[src/rtl/ahs_pkg.sv]
// shared types, constants and constant tables of the additive harmonic sine sum
package ahs_pkg;

  // input item kinds carried on tuser
  localparam logic CMD_WRITE  = 1'b0;
  localparam logic CMD_SAMPLE = 1'b1;

  // register map, selected by paddr bit 2
  localparam logic REG_DAMP  = 1'b0;
  localparam logic REG_PHASE = 1'b1;

  // field widths
  localparam int CMD_W   = 1;
  localparam int HIDX_W  = 4;
  localparam int AMP_W   = 16;
  localparam int PHASE_W = 16;
  localparam int DAMP_W  = 10;
  localparam int POFS_W  = 15;
  localparam int WAVE_W  = 20;
  localparam int IN_TDATA_W  = 40;
  localparam int OUT_TDATA_W = 24;

  // fixed-point constants
  localparam logic [30:0] ONE_Q30     = 31'h4000_0000;
  localparam logic [30:0] HALF_PI_Q30 = 31'd1686629713;
  localparam logic [9:0]  DAMP_FULL   = 10'd640;
  localparam logic signed [AMP_W-1:0] AMP_RESET_FIRST = 16'sd32767;
  localparam int OUT_MAX = 524287;
  localparam int OUT_MIN = -524288;

  // sequencer states
  typedef enum logic [4:0] {
    ST_IDLE,
    ST_RD,
    ST_AMP,
    ST_HMUL,
    ST_HONE,
    ST_HREC,
    ST_HCHK,
    ST_HFIX,
    ST_SQ_MUL,
    ST_SQ_WB,
    ST_WGT,
    ST_WMUL,
    ST_WRND,
    ST_XMUL,
    ST_X2MUL,
    ST_X2WB,
    ST_SOUT,
    ST_SRND,
    ST_TMUL,
    ST_TACC,
    ST_NEXT,
    ST_FIN
  } ahs_state_t;

  // divisor of one horner step: term number for the exponential,
  // (2j)(2j+1) for the sine
  function automatic logic [7:0] horner_div(input logic sine, input logic [3:0] step);
    logic [7:0] d;
    d = 8'd1;
    if (sine) begin
      case (step)
        4'd6:    d = 8'd156;
        4'd5:    d = 8'd110;
        4'd4:    d = 8'd72;
        4'd3:    d = 8'd42;
        4'd2:    d = 8'd20;
        4'd1:    d = 8'd6;
        default: d = 8'd1;
      endcase
    end else begin
      d = {4'd0, step};
    end
    return d;
  endfunction

  // ceil(2^32 / divisor); quotient estimate is exact or one too high
  function automatic logic [31:0] horner_recip(input logic sine, input logic [3:0] step);
    logic [7:0] d;
    logic [31:0] m;
    d = horner_div(sine, step);
    case (d)
      8'd2:    m = 32'd2147483648;
      8'd3:    m = 32'd1431655766;
      8'd4:    m = 32'd1073741824;
      8'd5:    m = 32'd858993460;
      8'd6:    m = 32'd715827883;
      8'd7:    m = 32'd613566757;
      8'd8:    m = 32'd536870912;
      8'd20:   m = 32'd214748365;
      8'd42:   m = 32'd102261127;
      8'd72:   m = 32'd59652324;
      8'd110:  m = 32'd39045158;
      8'd156:  m = 32'd27531842;
      default: m = 32'hFFFF_FFFF;
    endcase
    return m;
  endfunction

endpackage

[src/rtl/ahs_ram.sv]
// generic single-write single-read ram with registered read data
module ahs_ram #(
  parameter int WIDTH = 16,
  parameter int DEPTH = 16
) (
  input  logic                                  clk,
  input  logic                                  we,
  input  logic [(DEPTH > 1 ? $clog2(DEPTH) : 1)-1:0] waddr,
  input  logic [WIDTH-1:0]                      wdata,
  input  logic                                  re,
  input  logic [(DEPTH > 1 ? $clog2(DEPTH) : 1)-1:0] raddr,
  output logic [WIDTH-1:0]                      rdata
);

  logic [WIDTH-1:0] mem_r [DEPTH];

  // write port
  always_ff @(posedge clk) begin
    if (we) begin
      mem_r[waddr] <= wdata;
    end
  end

  // registered read port
  always_ff @(posedge clk) begin
    if (re) begin
      rdata <= mem_r[raddr];
    end
  end

endmodule

[src/rtl/additive_harmonic_sine_sum.sv]
// top level: additive oscillator summing damped harmonic sines of a phase word
//
//  port group  direction  contents
//  in_*        slave      tuser: cmd; tdata: harmonic_index, amplitude, phase_code
//  out_*       master     tdata: wave_sum
//  cfg_*       apb        0x0 damp_setting, 0x4 phase_offset
//
// an amplitude write is taken in idle; a sample visits every harmonic and skips the
// series for each harmonic whose amplitude is not positive; the exp and sine series
// of the others run on one shared 32x32 multiplier under the sequencer.
// rst_n is synchronous; the amplitude store reads as its reset values until written.
// in_tready is high only in idle; one finished result waits in the output register
// and a new item is accepted meanwhile; a further result waits in the last state.
module additive_harmonic_sine_sum
  import ahs_pkg::*;
#(
  parameter int HARMONICS       = 16,
  parameter int SINE_INDEX_BITS = 10
) (
  input  logic                    clk,
  input  logic                    rst_n,
  // input transactions
  input  logic                    in_tvalid,
  output logic                    in_tready,
  input  logic [IN_TDATA_W-1:0]   in_tdata,    // [3:0] harmonic_index, [19:4] amplitude,
                                               // [35:20] phase_code, [39:36] zero
  input  logic [CMD_W-1:0]        in_tuser,    // [0] cmd
  // result transactions
  output logic                    out_tvalid,
  input  logic                    out_tready,
  output logic [OUT_TDATA_W-1:0]  out_tdata,   // [19:0] wave_sum, [23:20] zero
  // configuration
  input  logic                    cfg_psel,
  input  logic                    cfg_penable,
  input  logic                    cfg_pwrite,
  input  logic [2:0]              cfg_paddr,
  input  logic [31:0]             cfg_pwdata,
  output logic [31:0]             cfg_prdata,
  output logic                    cfg_pready
);

  localparam int KW    = (HARMONICS > 1) ? $clog2(HARMONICS) : 1;
  localparam int SHIFT = 15 - SINE_INDEX_BITS;
  localparam int QBITS = SINE_INDEX_BITS - 2;
  localparam int SUM_W = 32 + KW;

  // unpacked input fields
  logic                      in_cmd;
  logic [HIDX_W-1:0]         in_harmonic_index;
  logic signed [AMP_W-1:0]   in_amplitude;
  logic signed [PHASE_W-1:0] in_phase_code;

  assign in_cmd            = in_tuser[0];
  assign in_harmonic_index = in_tdata[3:0];
  assign in_amplitude      = in_tdata[19:4];
  assign in_phase_code     = in_tdata[35:20];

  // state
  ahs_state_t state_r, state_nxt;
  logic [DAMP_W-1:0]  damp_r, damp_nxt;
  logic [POFS_W-1:0]  pofs_r, pofs_nxt;
  logic [HARMONICS-1:0] vld_r, vld_nxt;
  logic [KW-1:0]      k_r, k_nxt;
  logic               out_valid_r, out_valid_nxt;
  logic [WAVE_W-1:0]  out_sum_r, out_sum_nxt;

  logic [14:0]        p_r, p_nxt;
  logic [14:0]        hp_r, hp_nxt;
  logic [9:0]         d64_r, d64_nxt;
  logic [15:0]        t_r, t_nxt;
  logic [14:0]        amp_r, amp_nxt;
  logic               hsel_r, hsel_nxt;
  logic [3:0]         step_r, step_nxt;
  logic [30:0]        poly_r, poly_nxt;
  logic [31:0]        n_r, n_nxt;
  logic [31:0]        q_r, q_nxt;
  logic [15:0]        w_r, w_nxt;
  logic [15:0]        wa_r, wa_nxt;
  logic [30:0]        z_r, z_nxt;
  logic               neg_r, neg_nxt;
  logic [30:0]        x_r, x_nxt;
  logic [31:0]        x2_r, x2_nxt;
  logic [16:0]        v_r, v_nxt;
  logic signed [SUM_W-1:0] sum_r, sum_nxt;
  logic [63:0]        prod_r, prod_nxt;

  // shared multiplier
  logic [31:0] mul_a, mul_b;
  logic [63:0] mul_prod;
  assign mul_prod = {32'd0, mul_a} * {32'd0, mul_b};

  // amplitude store
  logic                ram_we, ram_re;
  logic [KW-1:0]       ram_waddr;
  logic [AMP_W-1:0]    ram_rdata;
  logic signed [AMP_W-1:0] amp_cur;

  ahs_ram #(
    .WIDTH (AMP_W),
    .DEPTH (HARMONICS)
  ) u_amp_ram (
    .clk   (clk),
    .we    (ram_we),
    .waddr (ram_waddr),
    .wdata (in_amplitude),
    .re    (ram_re),
    .raddr (k_r),
    .rdata (ram_rdata)
  );

  assign ram_waddr = KW'(in_harmonic_index);

  // never-written entries read as reset values
  always_comb begin
    if (vld_r[k_r]) begin
      amp_cur = $signed(ram_rdata);
    end else if (k_r == KW'(0)) begin
      amp_cur = AMP_RESET_FIRST;
    end else begin
      amp_cur = '0;
    end
  end

  // handshakes and configuration port
  logic in_acc, cfg_wr;
  assign in_tready  = (state_r == ST_IDLE);
  assign in_acc     = in_tvalid && in_tready;
  assign cfg_pready = 1'b1;
  assign cfg_wr     = cfg_psel && cfg_penable && cfg_pwrite && cfg_pready;
  assign cfg_prdata = (cfg_paddr[2] == REG_PHASE) ? {17'd0, pofs_r} : {22'd0, damp_r};
  assign out_tvalid = out_valid_r;
  assign out_tdata  = {{(OUT_TDATA_W-WAVE_W){1'b0}}, out_sum_r};

  // sample setup values
  logic [14:0] phase_sum;
  logic [9:0]  damp_clamped;
  assign phase_sum    = in_phase_code[14:0] + pofs_r;
  assign damp_clamped = (damp_r > DAMP_FULL) ? DAMP_FULL : damp_r;

  // sine index, quadrant fold and first-quadrant angle
  logic [15:0]                hp_rnd;
  logic [SINE_INDEX_BITS-1:0] sidx;
  logic [1:0]                 quad;
  logic [QBITS-1:0]           srem;
  logic [QBITS:0]             rfold;
  assign hp_rnd = {1'b0, hp_r} + 16'(1 << (SHIFT - 1));
  assign sidx   = hp_rnd[SHIFT +: SINE_INDEX_BITS];
  assign quad   = sidx[SINE_INDEX_BITS-1 -: 2];
  assign srem   = sidx[QBITS-1:0];
  assign rfold  = quad[0] ? ((QBITS+1)'(1 << QBITS) - {1'b0, srem}) : {1'b0, srem};

  // horner divisor and quotient correction
  logic [7:0]  hdiv;
  logic [31:0] hrecip;
  logic        q_high;
  logic [31:0] q_fix;
  assign hdiv   = horner_div(hsel_r, step_r);
  assign hrecip = horner_recip(hsel_r, step_r);
  assign q_high = (prod_r > {32'd0, n_r});
  assign q_fix  = q_r - {31'd0, q_high};

  // rounding helpers
  logic [63:0] sq_rnd;
  logic [31:0] wgt_rnd;
  logic [31:0] wa_rnd;
  logic [32:0] v_rnd;
  logic signed [SUM_W-1:0] term;
  logic signed [SUM_W-1:0] fin_rnd;
  logic signed [SUM_W-1:0] fin_val;
  logic [WAVE_W-1:0]       fin_sat;
  assign sq_rnd  = prod_r + 64'h2000_0000;
  assign wgt_rnd = {1'b0, poly_r} + 32'd16384;
  assign wa_rnd  = prod_r[31:0] + 32'd16384;
  assign v_rnd   = {1'b0, prod_r[61:30]} + 33'd16384;
  assign term    = $signed({{(SUM_W-33){1'b0}}, prod_r[32:0]});
  assign fin_rnd = sum_r + SUM_W'(16384);
  assign fin_val = fin_rnd >>> 15;

  // output saturation
  always_comb begin
    if (fin_val > SUM_W'(OUT_MAX)) begin
      fin_sat = WAVE_W'(OUT_MAX);
    end else if (fin_val < SUM_W'(OUT_MIN)) begin
      fin_sat = WAVE_W'(OUT_MIN);
    end else begin
      fin_sat = fin_val[WAVE_W-1:0];
    end
  end

  // sequencer: next state and datapath
  always_comb begin
    state_nxt     = state_r;
    damp_nxt      = damp_r;
    pofs_nxt      = pofs_r;
    vld_nxt       = vld_r;
    k_nxt         = k_r;
    out_valid_nxt = out_valid_r && !out_tready;
    out_sum_nxt   = out_sum_r;
    p_nxt         = p_r;
    hp_nxt        = hp_r;
    d64_nxt       = d64_r;
    t_nxt         = t_r;
    amp_nxt       = amp_r;
    hsel_nxt      = hsel_r;
    step_nxt      = step_r;
    poly_nxt      = poly_r;
    n_nxt         = n_r;
    q_nxt         = q_r;
    w_nxt         = w_r;
    wa_nxt        = wa_r;
    z_nxt         = z_r;
    neg_nxt       = neg_r;
    x_nxt         = x_r;
    x2_nxt        = x2_r;
    v_nxt         = v_r;
    sum_nxt       = sum_r;
    prod_nxt      = prod_r;
    mul_a         = '0;
    mul_b         = '0;
    ram_we        = 1'b0;
    ram_re        = 1'b0;

    // register writes
    if (cfg_wr) begin
      unique case (cfg_paddr[2])
        REG_DAMP:  damp_nxt = cfg_pwdata[DAMP_W-1:0];
        REG_PHASE: pofs_nxt = cfg_pwdata[POFS_W-1:0];
        default:   damp_nxt = damp_r;
      endcase
    end

    unique case (state_r)
      ST_IDLE: begin
        if (in_acc) begin
          if (in_cmd == CMD_WRITE) begin
            if (int'(in_harmonic_index) < HARMONICS) begin
              ram_we             = 1'b1;
              vld_nxt[ram_waddr] = 1'b1;
            end
          end else begin
            p_nxt     = phase_sum;
            hp_nxt    = phase_sum;
            d64_nxt   = DAMP_FULL - damp_clamped;
            t_nxt     = '0;
            k_nxt     = '0;
            sum_nxt   = '0;
            state_nxt = ST_RD;
          end
        end
      end
      ST_RD: begin
        ram_re    = 1'b1;
        state_nxt = ST_AMP;
      end
      // only positive amplitudes contribute
      ST_AMP: begin
        if (!amp_cur[AMP_W-1] && (amp_cur != '0)) begin
          amp_nxt   = amp_cur[14:0];
          poly_nxt  = ONE_Q30;
          step_nxt  = 4'd8;
          hsel_nxt  = 1'b0;
          state_nxt = ST_HMUL;
        end else begin
          state_nxt = ST_NEXT;
        end
      end
      // horner step: operand times running polynomial
      ST_HMUL: begin
        mul_a    = hsel_r ? x2_r : {2'd0, t_r, 14'd0};
        mul_b    = {1'b0, poly_r};
        prod_nxt = mul_prod;
        if (!hsel_r && (step_r == 4'd1)) begin
          state_nxt = ST_HONE;
        end else begin
          state_nxt = ST_HREC;
        end
      end
      // last exp step divides by one
      ST_HONE: begin
        poly_nxt  = 31'({1'b0, ONE_Q30} - prod_r[61:30]);
        step_nxt  = 4'd5;
        state_nxt = ST_SQ_MUL;
      end
      // quotient estimate by reciprocal
      ST_HREC: begin
        n_nxt     = prod_r[61:30];
        mul_a     = prod_r[61:30];
        mul_b     = hrecip;
        prod_nxt  = mul_prod;
        state_nxt = ST_HCHK;
      end
      ST_HCHK: begin
        q_nxt     = prod_r[63:32];
        mul_a     = prod_r[63:32];
        mul_b     = {24'd0, hdiv};
        prod_nxt  = mul_prod;
        state_nxt = ST_HFIX;
      end
      ST_HFIX: begin
        poly_nxt = 31'({1'b0, ONE_Q30} - q_fix);
        if (hsel_r && (step_r == 4'd1)) begin
          state_nxt = ST_SOUT;
        end else begin
          step_nxt  = step_r - 4'd1;
          state_nxt = ST_HMUL;
        end
      end
      // five squarings of the exp series
      ST_SQ_MUL: begin
        mul_a     = {1'b0, poly_r};
        mul_b     = {1'b0, poly_r};
        prod_nxt  = mul_prod;
        state_nxt = ST_SQ_WB;
      end
      ST_SQ_WB: begin
        poly_nxt = sq_rnd[60:30];
        if (step_r == 4'd1) begin
          state_nxt = ST_WGT;
        end else begin
          step_nxt  = step_r - 4'd1;
          state_nxt = ST_SQ_MUL;
        end
      end
      // weight to q15 and weighted amplitude
      ST_WGT: begin
        w_nxt     = wgt_rnd[30:15];
        state_nxt = ST_WMUL;
      end
      ST_WMUL: begin
        mul_a     = {17'd0, amp_r};
        mul_b     = {16'd0, w_r};
        prod_nxt  = mul_prod;
        state_nxt = ST_WRND;
      end
      ST_WRND: begin
        wa_nxt    = wa_rnd[30:15];
        z_nxt     = {rfold, (30-QBITS)'(0)};
        neg_nxt   = quad[1];
        state_nxt = ST_XMUL;
      end
      // sine angle and its square
      ST_XMUL: begin
        mul_a     = {1'b0, z_r};
        mul_b     = {1'b0, HALF_PI_Q30};
        prod_nxt  = mul_prod;
        state_nxt = ST_X2MUL;
      end
      ST_X2MUL: begin
        x_nxt     = prod_r[60:30];
        mul_a     = {1'b0, prod_r[60:30]};
        mul_b     = {1'b0, prod_r[60:30]};
        prod_nxt  = mul_prod;
        state_nxt = ST_X2WB;
      end
      ST_X2WB: begin
        x2_nxt    = prod_r[61:30];
        poly_nxt  = ONE_Q30;
        step_nxt  = 4'd6;
        hsel_nxt  = 1'b1;
        state_nxt = ST_HMUL;
      end
      // sine value and term
      ST_SOUT: begin
        mul_a     = {1'b0, x_r};
        mul_b     = {1'b0, poly_r};
        prod_nxt  = mul_prod;
        state_nxt = ST_SRND;
      end
      ST_SRND: begin
        v_nxt     = v_rnd[31:15];
        state_nxt = ST_TMUL;
      end
      ST_TMUL: begin
        mul_a     = {16'd0, wa_r};
        mul_b     = {15'd0, v_r};
        prod_nxt  = mul_prod;
        state_nxt = ST_TACC;
      end
      ST_TACC: begin
        sum_nxt   = neg_r ? (sum_r - term) : (sum_r + term);
        state_nxt = ST_NEXT;
      end
      // advance harmonic, running products of k
      ST_NEXT: begin
        if (int'(k_r) == HARMONICS - 1) begin
          state_nxt = ST_FIN;
        end else begin
          k_nxt     = k_r + KW'(1);
          t_nxt     = t_r + {6'd0, d64_r};
          hp_nxt    = hp_r + p_r;
          state_nxt = ST_RD;
        end
      end
      // round, saturate and hand to the output register
      ST_FIN: begin
        if (!out_valid_r || out_tready) begin
          out_valid_nxt = 1'b1;
          out_sum_nxt   = fin_sat;
          state_nxt     = ST_IDLE;
        end
      end
      default: state_nxt = ST_IDLE;
    endcase
  end

  // control registers
  always_ff @(posedge clk) begin
    if (!rst_n) begin
      state_r     <= ST_IDLE;
      damp_r      <= '0;
      pofs_r      <= '0;
      vld_r       <= '0;
      k_r         <= '0;
      out_valid_r <= 1'b0;
    end else begin
      state_r     <= state_nxt;
      damp_r      <= damp_nxt;
      pofs_r      <= pofs_nxt;
      vld_r       <= vld_nxt;
      k_r         <= k_nxt;
      out_valid_r <= out_valid_nxt;
    end
  end

  // datapath registers
  always_ff @(posedge clk) begin
    out_sum_r <= out_sum_nxt;
    p_r       <= p_nxt;
    hp_r      <= hp_nxt;
    d64_r     <= d64_nxt;
    t_r       <= t_nxt;
    amp_r     <= amp_nxt;
    hsel_r    <= hsel_nxt;
    step_r    <= step_nxt;
    poly_r    <= poly_nxt;
    n_r       <= n_nxt;
    q_r       <= q_nxt;
    w_r       <= w_nxt;
    wa_r      <= wa_nxt;
    z_r       <= z_nxt;
    neg_r     <= neg_nxt;
    x_r       <= x_nxt;
    x2_r      <= x2_nxt;
    v_r       <= v_nxt;
    sum_r     <= sum_nxt;
    prod_r    <= prod_nxt;
  end

  // a result appears only from the final state
  a_out_from_fin: assert property (@(posedge clk) disable iff (!rst_n)
    $rose(out_valid_r) |-> $past(state_r == ST_FIN))
    else $error("result register loaded outside the final state");

  // reciprocal estimate is never more than one above the quotient
  a_quot_bound: assert property (@(posedge clk) disable iff (!rst_n)
    (state_r == ST_HFIX) |-> (prod_r < ({32'd0, n_r} + {56'd0, hdiv})))
    else $error("quotient estimate off by more than one");

  // series operand stays at or below one
  a_poly_bound: assert property (@(posedge clk) disable iff (!rst_n)
    (state_r == ST_HMUL || state_r == ST_SQ_MUL) |-> (poly_r <= ONE_Q30))
    else $error("series value above one");

  // harmonic counter stays inside the store
  a_k_range: assert property (@(posedge clk) disable iff (!rst_n)
    (state_r != ST_IDLE) |-> (int'(k_r) < HARMONICS))
    else $error("harmonic counter out of range");

  // an amplitude write never starts the sequencer
  a_write_stays_idle: assert property (@(posedge clk) disable iff (!rst_n)
    (in_acc && in_cmd == CMD_WRITE) |=> (state_r == ST_IDLE))
    else $error("amplitude write left idle");

endmodule
[config.mk]
export PLATFORM = sky130hd
export DESIGN_NAME = additive_harmonic_sine_sum
export DESIGN_NICKNAME = d
export VERILOG_FILES = /design/src/rtl/ahs_pkg.sv /design/src/rtl/ahs_ram.sv /design/src/rtl/additive_harmonic_sine_sum.sv
export SDC_FILE = /design/constraint.sdc
export NUM_CORES = 2
export LEC_CHECK = 0
export BUFFER_PORTS_ARGS = -buffer_cell sky130_fd_sc_hd__buf_2
export CAP_MARGIN = 20
export CORE_MARGIN = 4
export CORE_UTILIZATION = 49
export CTS_CLUSTER_SIZE = 25
export DETAILED_ROUTE_END_ITERATION = 7
export PLACE_DENSITY_LB_ADDON = 0.08
export SYNTH_ARGS = -nofsm -noshare
export SYNTH_HDL_FRONTEND = slang
export SYNTH_SLANG_ARGS = --single-unit
[constraint.sdc]
create_clock -name clk -period 14.2 [get_ports clk]
set_input_delay 3.55 -clock clk [delete_from_list [all_inputs] [get_ports clk]]
set_output_delay 3.55 -clock clk [all_outputs]
set_load 0.005 [all_outputs]
* Word-level counts from Yosys, hierarchy flattened
Memories as Yosys holds them, arrays and structs flattened. A register that Yosys moved wholly into a read port is not among the register bits.
Cells that the tools add are included.
** Word-level totals
- Memories :: 1
- Bits in read-only memories :: 0
- Bits in latches :: 0
- Bits in writable memories :: 256
- Bits of input ports :: 83
- Register bits after elaboration :: 463
- Word-level logic and storage cells :: 195
- Output and inout bits :: 59
** Operators by class
- Multiplexer cells :: 57
- Bitwise operators :: 3
- Div/mod/pow operators :: 0
- Equal/unequal tests :: 47
- Magnitude comparators :: 7
- Multipliers :: 1
- Shift-type cells :: 0
- Reductions and logical operators :: 34
- Add/subtract/negate cells :: 18
** Memories
- u_amp_ram.mem_r :: words 16, width 16, rd ports 1, clocked after memory_dff 1, wr ports 1, RTL line ahs_ram.sv:15 : logic [WIDTH-1:0] mem_r [DEPTH];
** Operators by type and width (count)
- one-hot mux 32 bit (12 select lines) :: 1
- one-hot mux 32 bit (9 select lines) :: 1
- one-hot mux 32 bit (7 select lines) :: 1
- one-hot mux 31 bit (5 select lines) :: 1
- one-hot mux 5 bit (22 select lines) :: 1
- 2-to-1 mux 36 bit :: 3
- 2-to-1 mux 15 bit :: 5
- one-hot mux 36 bit (2 select lines) :: 1
- > comparator 64 x 32 -> 1 bit :: 1
- multiplier 32 x 32 -> 64 bit :: 1
- 2-to-1 mux 16 bit :: 4
- adder 31 x 15 -> 31 bit, second input constant :: 2
- subtractor 31 bit, first input constant :: 2
- adder 61 x 30 -> 61 bit, second input constant :: 1
- one-hot mux 8 bit (6 select lines) :: 1
- equality test 5 x 4 -> 1 bit, second input constant :: 8
- adder 36 x 16 -> 36 bit, second input constant :: 1
- adder 36 x 34 -> 36 bit :: 1
- subtractor 36 x 34 -> 36 bit :: 1
- adder 32 x 15 -> 32 bit, second input constant :: 1
- equality test 8 x 3 -> 1 bit, second input constant :: 4
- 2-to-1 mux 32 bit :: 1
- one-hot mux 16 bit (2 select lines) :: 1
- 2-to-1 mux 31 bit :: 1
- 56 further kinds :: 122

* Longest topological paths before layout
- Depth in word-level cells :: 7
- Gate-level depth with buffers :: 42
- Depth with buffers taken out :: 39

* Cells and area by module
Synthesis repeated with hierarchy kept, for this count alone.
** Unflattened totals
- Cells, all modules :: 6990
- Area total of the unflattened synthesis :: 70316.2 µm²
** Modules (own cells, without submodules)
- additive_harmonic_sine_sum :: cells each 6558, area each 60113.9 µm², instances 1, sequential area each 13392.8 µm²
- ahs_ram :: cells each 432, area each 10202.3 µm², instances 1, sequential area each 8167.8 µm²

* Least setup slack after synthesis
No wires, ideal clock.
- Path type :: reg-to-reg
- From :: register step_r[0]
- To :: register prod_r[58] (data pin)
- Path slack :: 3615 ps
- Clock period less this slack :: 10585 ps
- Stages on the path, launching flop included :: 41
- Data required time :: 13935 ps
- Arrival :: 10320 ps
- Setup time :: 265 ps
- Buffers on the path :: 4
- Path through :: edfxtp_1 clkbuf_1 inv_1 ha_1 or2_2 nor4_1 a21oi_1 o22ai_1 a21o_1 nor2_1 and3_1 clkbuf_1 a2111oi_1 clkbuf_1 nor2_1 fa_1 inv_1 fa_1 [5 not listed] ha_1 ha_1 fa_1 inv_1 fa_1 inv_1 ha_1 clkbuf_1 a2111oi_0 o21ai_0 a31oi_1 nand2_1 a2111o_1 a22oi_1 o211ai_1 a41oi_1 o21ai_0 xor2_1
** On the way
- Word-level cells in the longest chain between the ends :: 7
- Elaborated cells on any way between the ends :: 23
- Those cells by class :: mul: 1; eq/ne: 18; mux: 4
** RTL lines
- start: declaration :: RTL line additive_harmonic_sine_sum.sv:73 : logic [3:0] step_r, step_nxt;
- start signal: assignment :: RTL line additive_harmonic_sine_sum.sv:434 : step_r <= step_nxt;
- equality test 4 x 1 -> 1 bit (tied with other cells) :: RTL line ahs_pkg.sv:63 : case (step)
- one-hot mux 8 bit (6 select lines) :: RTL line ahs_pkg.sv:63
- 2-to-1 mux 8 bit (*) :: RTL line ahs_pkg.sv:62 : if (sine) begin
- equality test 8 bit (tied with other cells) :: RTL line ahs_pkg.sv:83 : case (d)
- one-hot mux 32 bit (12 select lines) :: RTL line ahs_pkg.sv:83
- one-hot mux 32 bit (7 select lines) (*) :: RTL line additive_harmonic_sine_sum.sv:232 : unique case (state_r)
- multiplier 32 x 32 -> 64 bit (*) :: RTL line additive_harmonic_sine_sum.sv:90 : assign mul_prod = {32'd0, mul_a} * {32'd0, mul_b};
- via mul_prod[58] :: RTL line additive_harmonic_sine_sum.sv:89 : logic [63:0] mul_prod;
- end signal: assignment :: RTL line additive_harmonic_sine_sum.sv:446 : prod_r <= prod_nxt;
- end: declaration :: RTL line additive_harmonic_sine_sum.sv:85 : logic [63:0] prod_r, prod_nxt;
The timed path passes the listed nets; every way through them passes the cells marked *.
A chain may end at the register's enable or synchronous reset.

* Worst setup path in the final report
- From :: register step_r[1]
- To :: register prod_r[58] (data pin)
The elaborated chain is that of the path after synthesis.

==> impl_metrics.json <==
{
  "vias": 51390,
  "routed_wl_mm": 231.7,
  "period_minus_slack_ns": 13.21,
  "synth_seq_cells": 735,
  "dp_cells": 8574,
  "cp_slowest_cell": "a2111oi_0",
  "layout.nets": 8162,
  "p_int_mw": 4.946,
  "final_area_um2": 75640,
  "routedWlPerCell_um": 26.51,
  "ff2ff_setup_slack_ns": 0.99,
  "setup_viol": 0,
  "core_um2": 140000,
  "yosys_warnings": 0,
  "cp.required_ns": 14.60,
  "fin_skew_ns": 0.04044,
  "synth.area.top_cells": "edfxtp_1, fa_1, ha_1",
  "hp-class": "flip-flop to flip-flop",
  "syn_area_um2": 69410,
  "yosys_most_used_dff": "edfxtp_1",
  "timing.final.crit_share_pct": 93.02,
  "power.switching_mw": 3.318,
  "firstDrtPassIters": 8,
  "postCtsSetupBuffers": 0,
  "drive_above_1_share_pct": 9.348,
  "cts_root_buf": "clkbuf_16",
  "stdcell_count": 8740,
  "crit_path_start_kind": "flip-flop",
  "grtUsageTotal_pct": 31.86,
  "fmax_mhz": 75.71,
  "pwr-share-comb_pct": 34.9,
  "insertion_delay_ns": 0.69,
  "cp_common_cell": "fa_1",
  "rsz0062_at_grt": "false",
  "ir_worst_vdd_mv": 0.1224,
  "sw_frac_of_total_pct": 40.15,
  "hold_buffers": 0,
  "synth_cells": 6756,
  "drtIter0Drc": 4997,
  "drc_errors": 0,
  "initial_utilization_pct": 49.56,
  "maxSlewViolCount": 0,
  "die_y_um": 384.4,
  "synth_edf_count": 684,
  "syn_to_final_growth_pct": 8.973,
  "dpl.hpwl_mm": 170.9,
  "dieWidth_um": 384.4,
  "ys_seq_area_share_pct": 31.06,
  "post_cts_resized": 0,
  "critPathKind": "flip-flop to flip-flop",
  "synth-async-reset-ratio_pct": 0,
  "worst_pin_slew_ns": 1.240,
  "hold_viol": 0,
  "die_area_um2": 147700,
  "clk_pin_slew_ns": 0.06,
  "clkPwrFrac_pct": 28.1,
  "cts_buffers": 84,
  "grt_pass1_vias": 52680,
  "cts.sinks": 735,
  "cts.path.max_buffers": 3,
  "ios": 142,
  "grt_max_degree": 72,
  "syn_area_per_cell_um2": 10.27,
  "std_cell_rows": 137,
  "slew_headroom_pct": 17.31,
  "power_density_nw_per_um2": 109.3,
  "slowest_delay_ns": 0.87,
  "yosysUniqueCellTypes": 88,
  "p_leak_nw": 32.27,
  "antenna_found_initial": 11,
  "cp-end-kind": "flip-flop",
  "yosysTopAreaCell": "edfxtp_1",
  "worstPathArrival_ns": 13.61,
  "io_buffers": 95,
  "fin_setup_tns_ns": 0,
  "worstPathMaxFanout": 19,
  "grt_overflow": 0,
  "status": "finished clean",
  "grt_first_pass_wirelength_mm": 345.7,
  "tritoncts": "built",
  "synth.top_cell.area_share_pct": 29.59,
  "via_per_inst": 5.880,
  "drtAntennaViolNets": 0,
  "htree_levels": 3,
  "maxCapViolCount": 0,
  "gp_congestion": 0.9858,
  "postPlaceCellArea_um2": 72620,
  "seqPwrFrac_pct": 36.9
}
[sequential cells by signal, summed over array words and instances (netlist names), 9 cells and up]
register	flops
amp_r	15
d64_r	10
damp_r	10
hp_r	15
n_r	32
out_sum_r	20
p_r	15
pofs_r	15
poly_r	31
prod_r	64
q_r	31
sum_r	36
t_r	16
u_amp_ram.mem_r	256
u_amp_ram.rdata	16
v_r	17
vld_r	16
w_r	16
wa_r	16
x2_r	32
x_r	31
z_r	9
[final timing paths]
check | startpoint | to | cells past startpoint
max | step_r[1]$_DFFE_PP_ | prod_r[58]$_DFFE_PP_ | 34
min | vld_r[4]$_SDFFE_PN0P_ | vld_r[4]$_SDFFE_PN0P_ | 1
max reg2reg | step_r[1]$_DFFE_PP_ | prod_r[58]$_DFFE_PP_ | 34
min reg2reg | vld_r[4]$_SDFFE_PN0P_ | vld_r[4]$_SDFFE_PN0P_ | 1
[per-layer routing]
layer	vias to the layer above	global-route usage (%)	part of all wire [%]	routed length [um]
met3	600	6.152	8.4	19390
met5	-	0	0.030	69
met1	26250	41.24	39	90170
met4	6	19.61	7.6	17600
li1	22250	-	-	-
met2	2285	49.69	45	104500
[worst max-delay path, delay by kind of cell (launching register included)]
kind / cells / cell delay, ns
buffers and inverters: 5 / 0.77
and+or+nand+nor: 7 / 1.04
adders and majority gates: 10 / 4.99
DFF: 1 / 0.49
AOI/OAI and AO/OA: 11 / 5.45
xor gates and xnor gates: 1 / 0.18
[layout make-up]
cell class	count	area, um^2
Tap cell	1876	2347
Clock buffer	110	2292
Sequential cell	735	21570
Fill cell	12540	64410
Antenna cell	7	17.52
Inverter	1049	3938
Clock inverter	46	671.9
Multi-Input combinational cell	4621	42790
Timing Repair Buffer	296	2012
[metrics by stage]
stage | setup slack [ns] | hold slack [ns] | power [mW] | utilization (%)
after detailed placement | 1.540 | 0.4489 | 5.880 | 51.86
after floorplan | 3.615 | 0.4354 | 4.583 | -
after global routing | 0.6688 | 0.4760 | 8.572 | 54.00
final | 0.9910 | 0.4592 | 8.264 | 54.01
after global placement | 1.517 | 0.4425 | 5.855 | 51.83
after CTS | 1.426 | 0.4623 | 8.235 | 53.97
[power groups by stage]
stage          clock network (mW)  registers [mW]  logic [mW]
2_1_floorplan                   0            2.89        1.69
3_3_place_gp                    0            3.08        2.77
3_5_place_dp                    0            3.08        2.80
4_1_cts                      2.38            3.04        2.82
5_1_grt                      2.46            3.06        3.06
6_report                     2.33            3.05        2.89
[logic make-up (layout without fill, tap and decap cells)]
logic type	after synthesis	after routing	synth area share, %
compound gates	819	819	8.123
xor+xnor	285	285	3.596
fa+ha+maj	1292	1292	33.02
buf+inv	1420	1501	7.854
flops	735	735	31.06
mux	121	121	3.301
other cells	2	29	0.01082
simple gates	2082	2082	13.03
[cell usage after synthesis (14+ instances only)]
cell / instances
a21o_1: 88
and3_1: 57
inv_1: 1048
buf_1: 23
nor4_1: 32
or2_2: 26
nand3_1: 117
xor2_1: 120
o211ai_1: 20
nor2_1: 742
o21a_1: 41
nand2b_1: 50
a21oi_1: 185
mux2i_1: 23
o21ai_0: 153
nor2b_1: 25
dfxtp_1: 51
xnor2_1: 165
nor3_1: 72
clkbuf_1: 309
o21bai_1: 20
nand4_1: 38
fa_1: 900
a221oi_1: 22
edfxtp_1: 684
o221ai_1: 16
a222oi_1: 31
or3_1: 19
and2_1: 52
a21boi_0: 38
o22ai_1: 14
a31oi_1: 21
a221o_1: 25
nand2_1: 803
mux4_2: 85
ha_1: 392
a22oi_1: 32
buf_4: 24
[layout by cell type (no fill, tap or decap), types with 41 or more instances in the layout]
master and count:
o21ai_0 151, ha_1 392, nand2b_1 50, o21a_1 41, buf_2 95, mux4_2 85
inv_1 1048, edfxtp_1 684, dfxtp_1 49, buf_4 197, fa_1 900, a21oi_1 184
nand2_1 801, nor3_1 62, nor2_1 723, and3_1 55, clkbuf_16 86, xnor2_1 165
nand3_1 115, xor2_1 120, and2_1 52, a21o_1 88
Note: power is estimated with default switching activity, not from simulation.
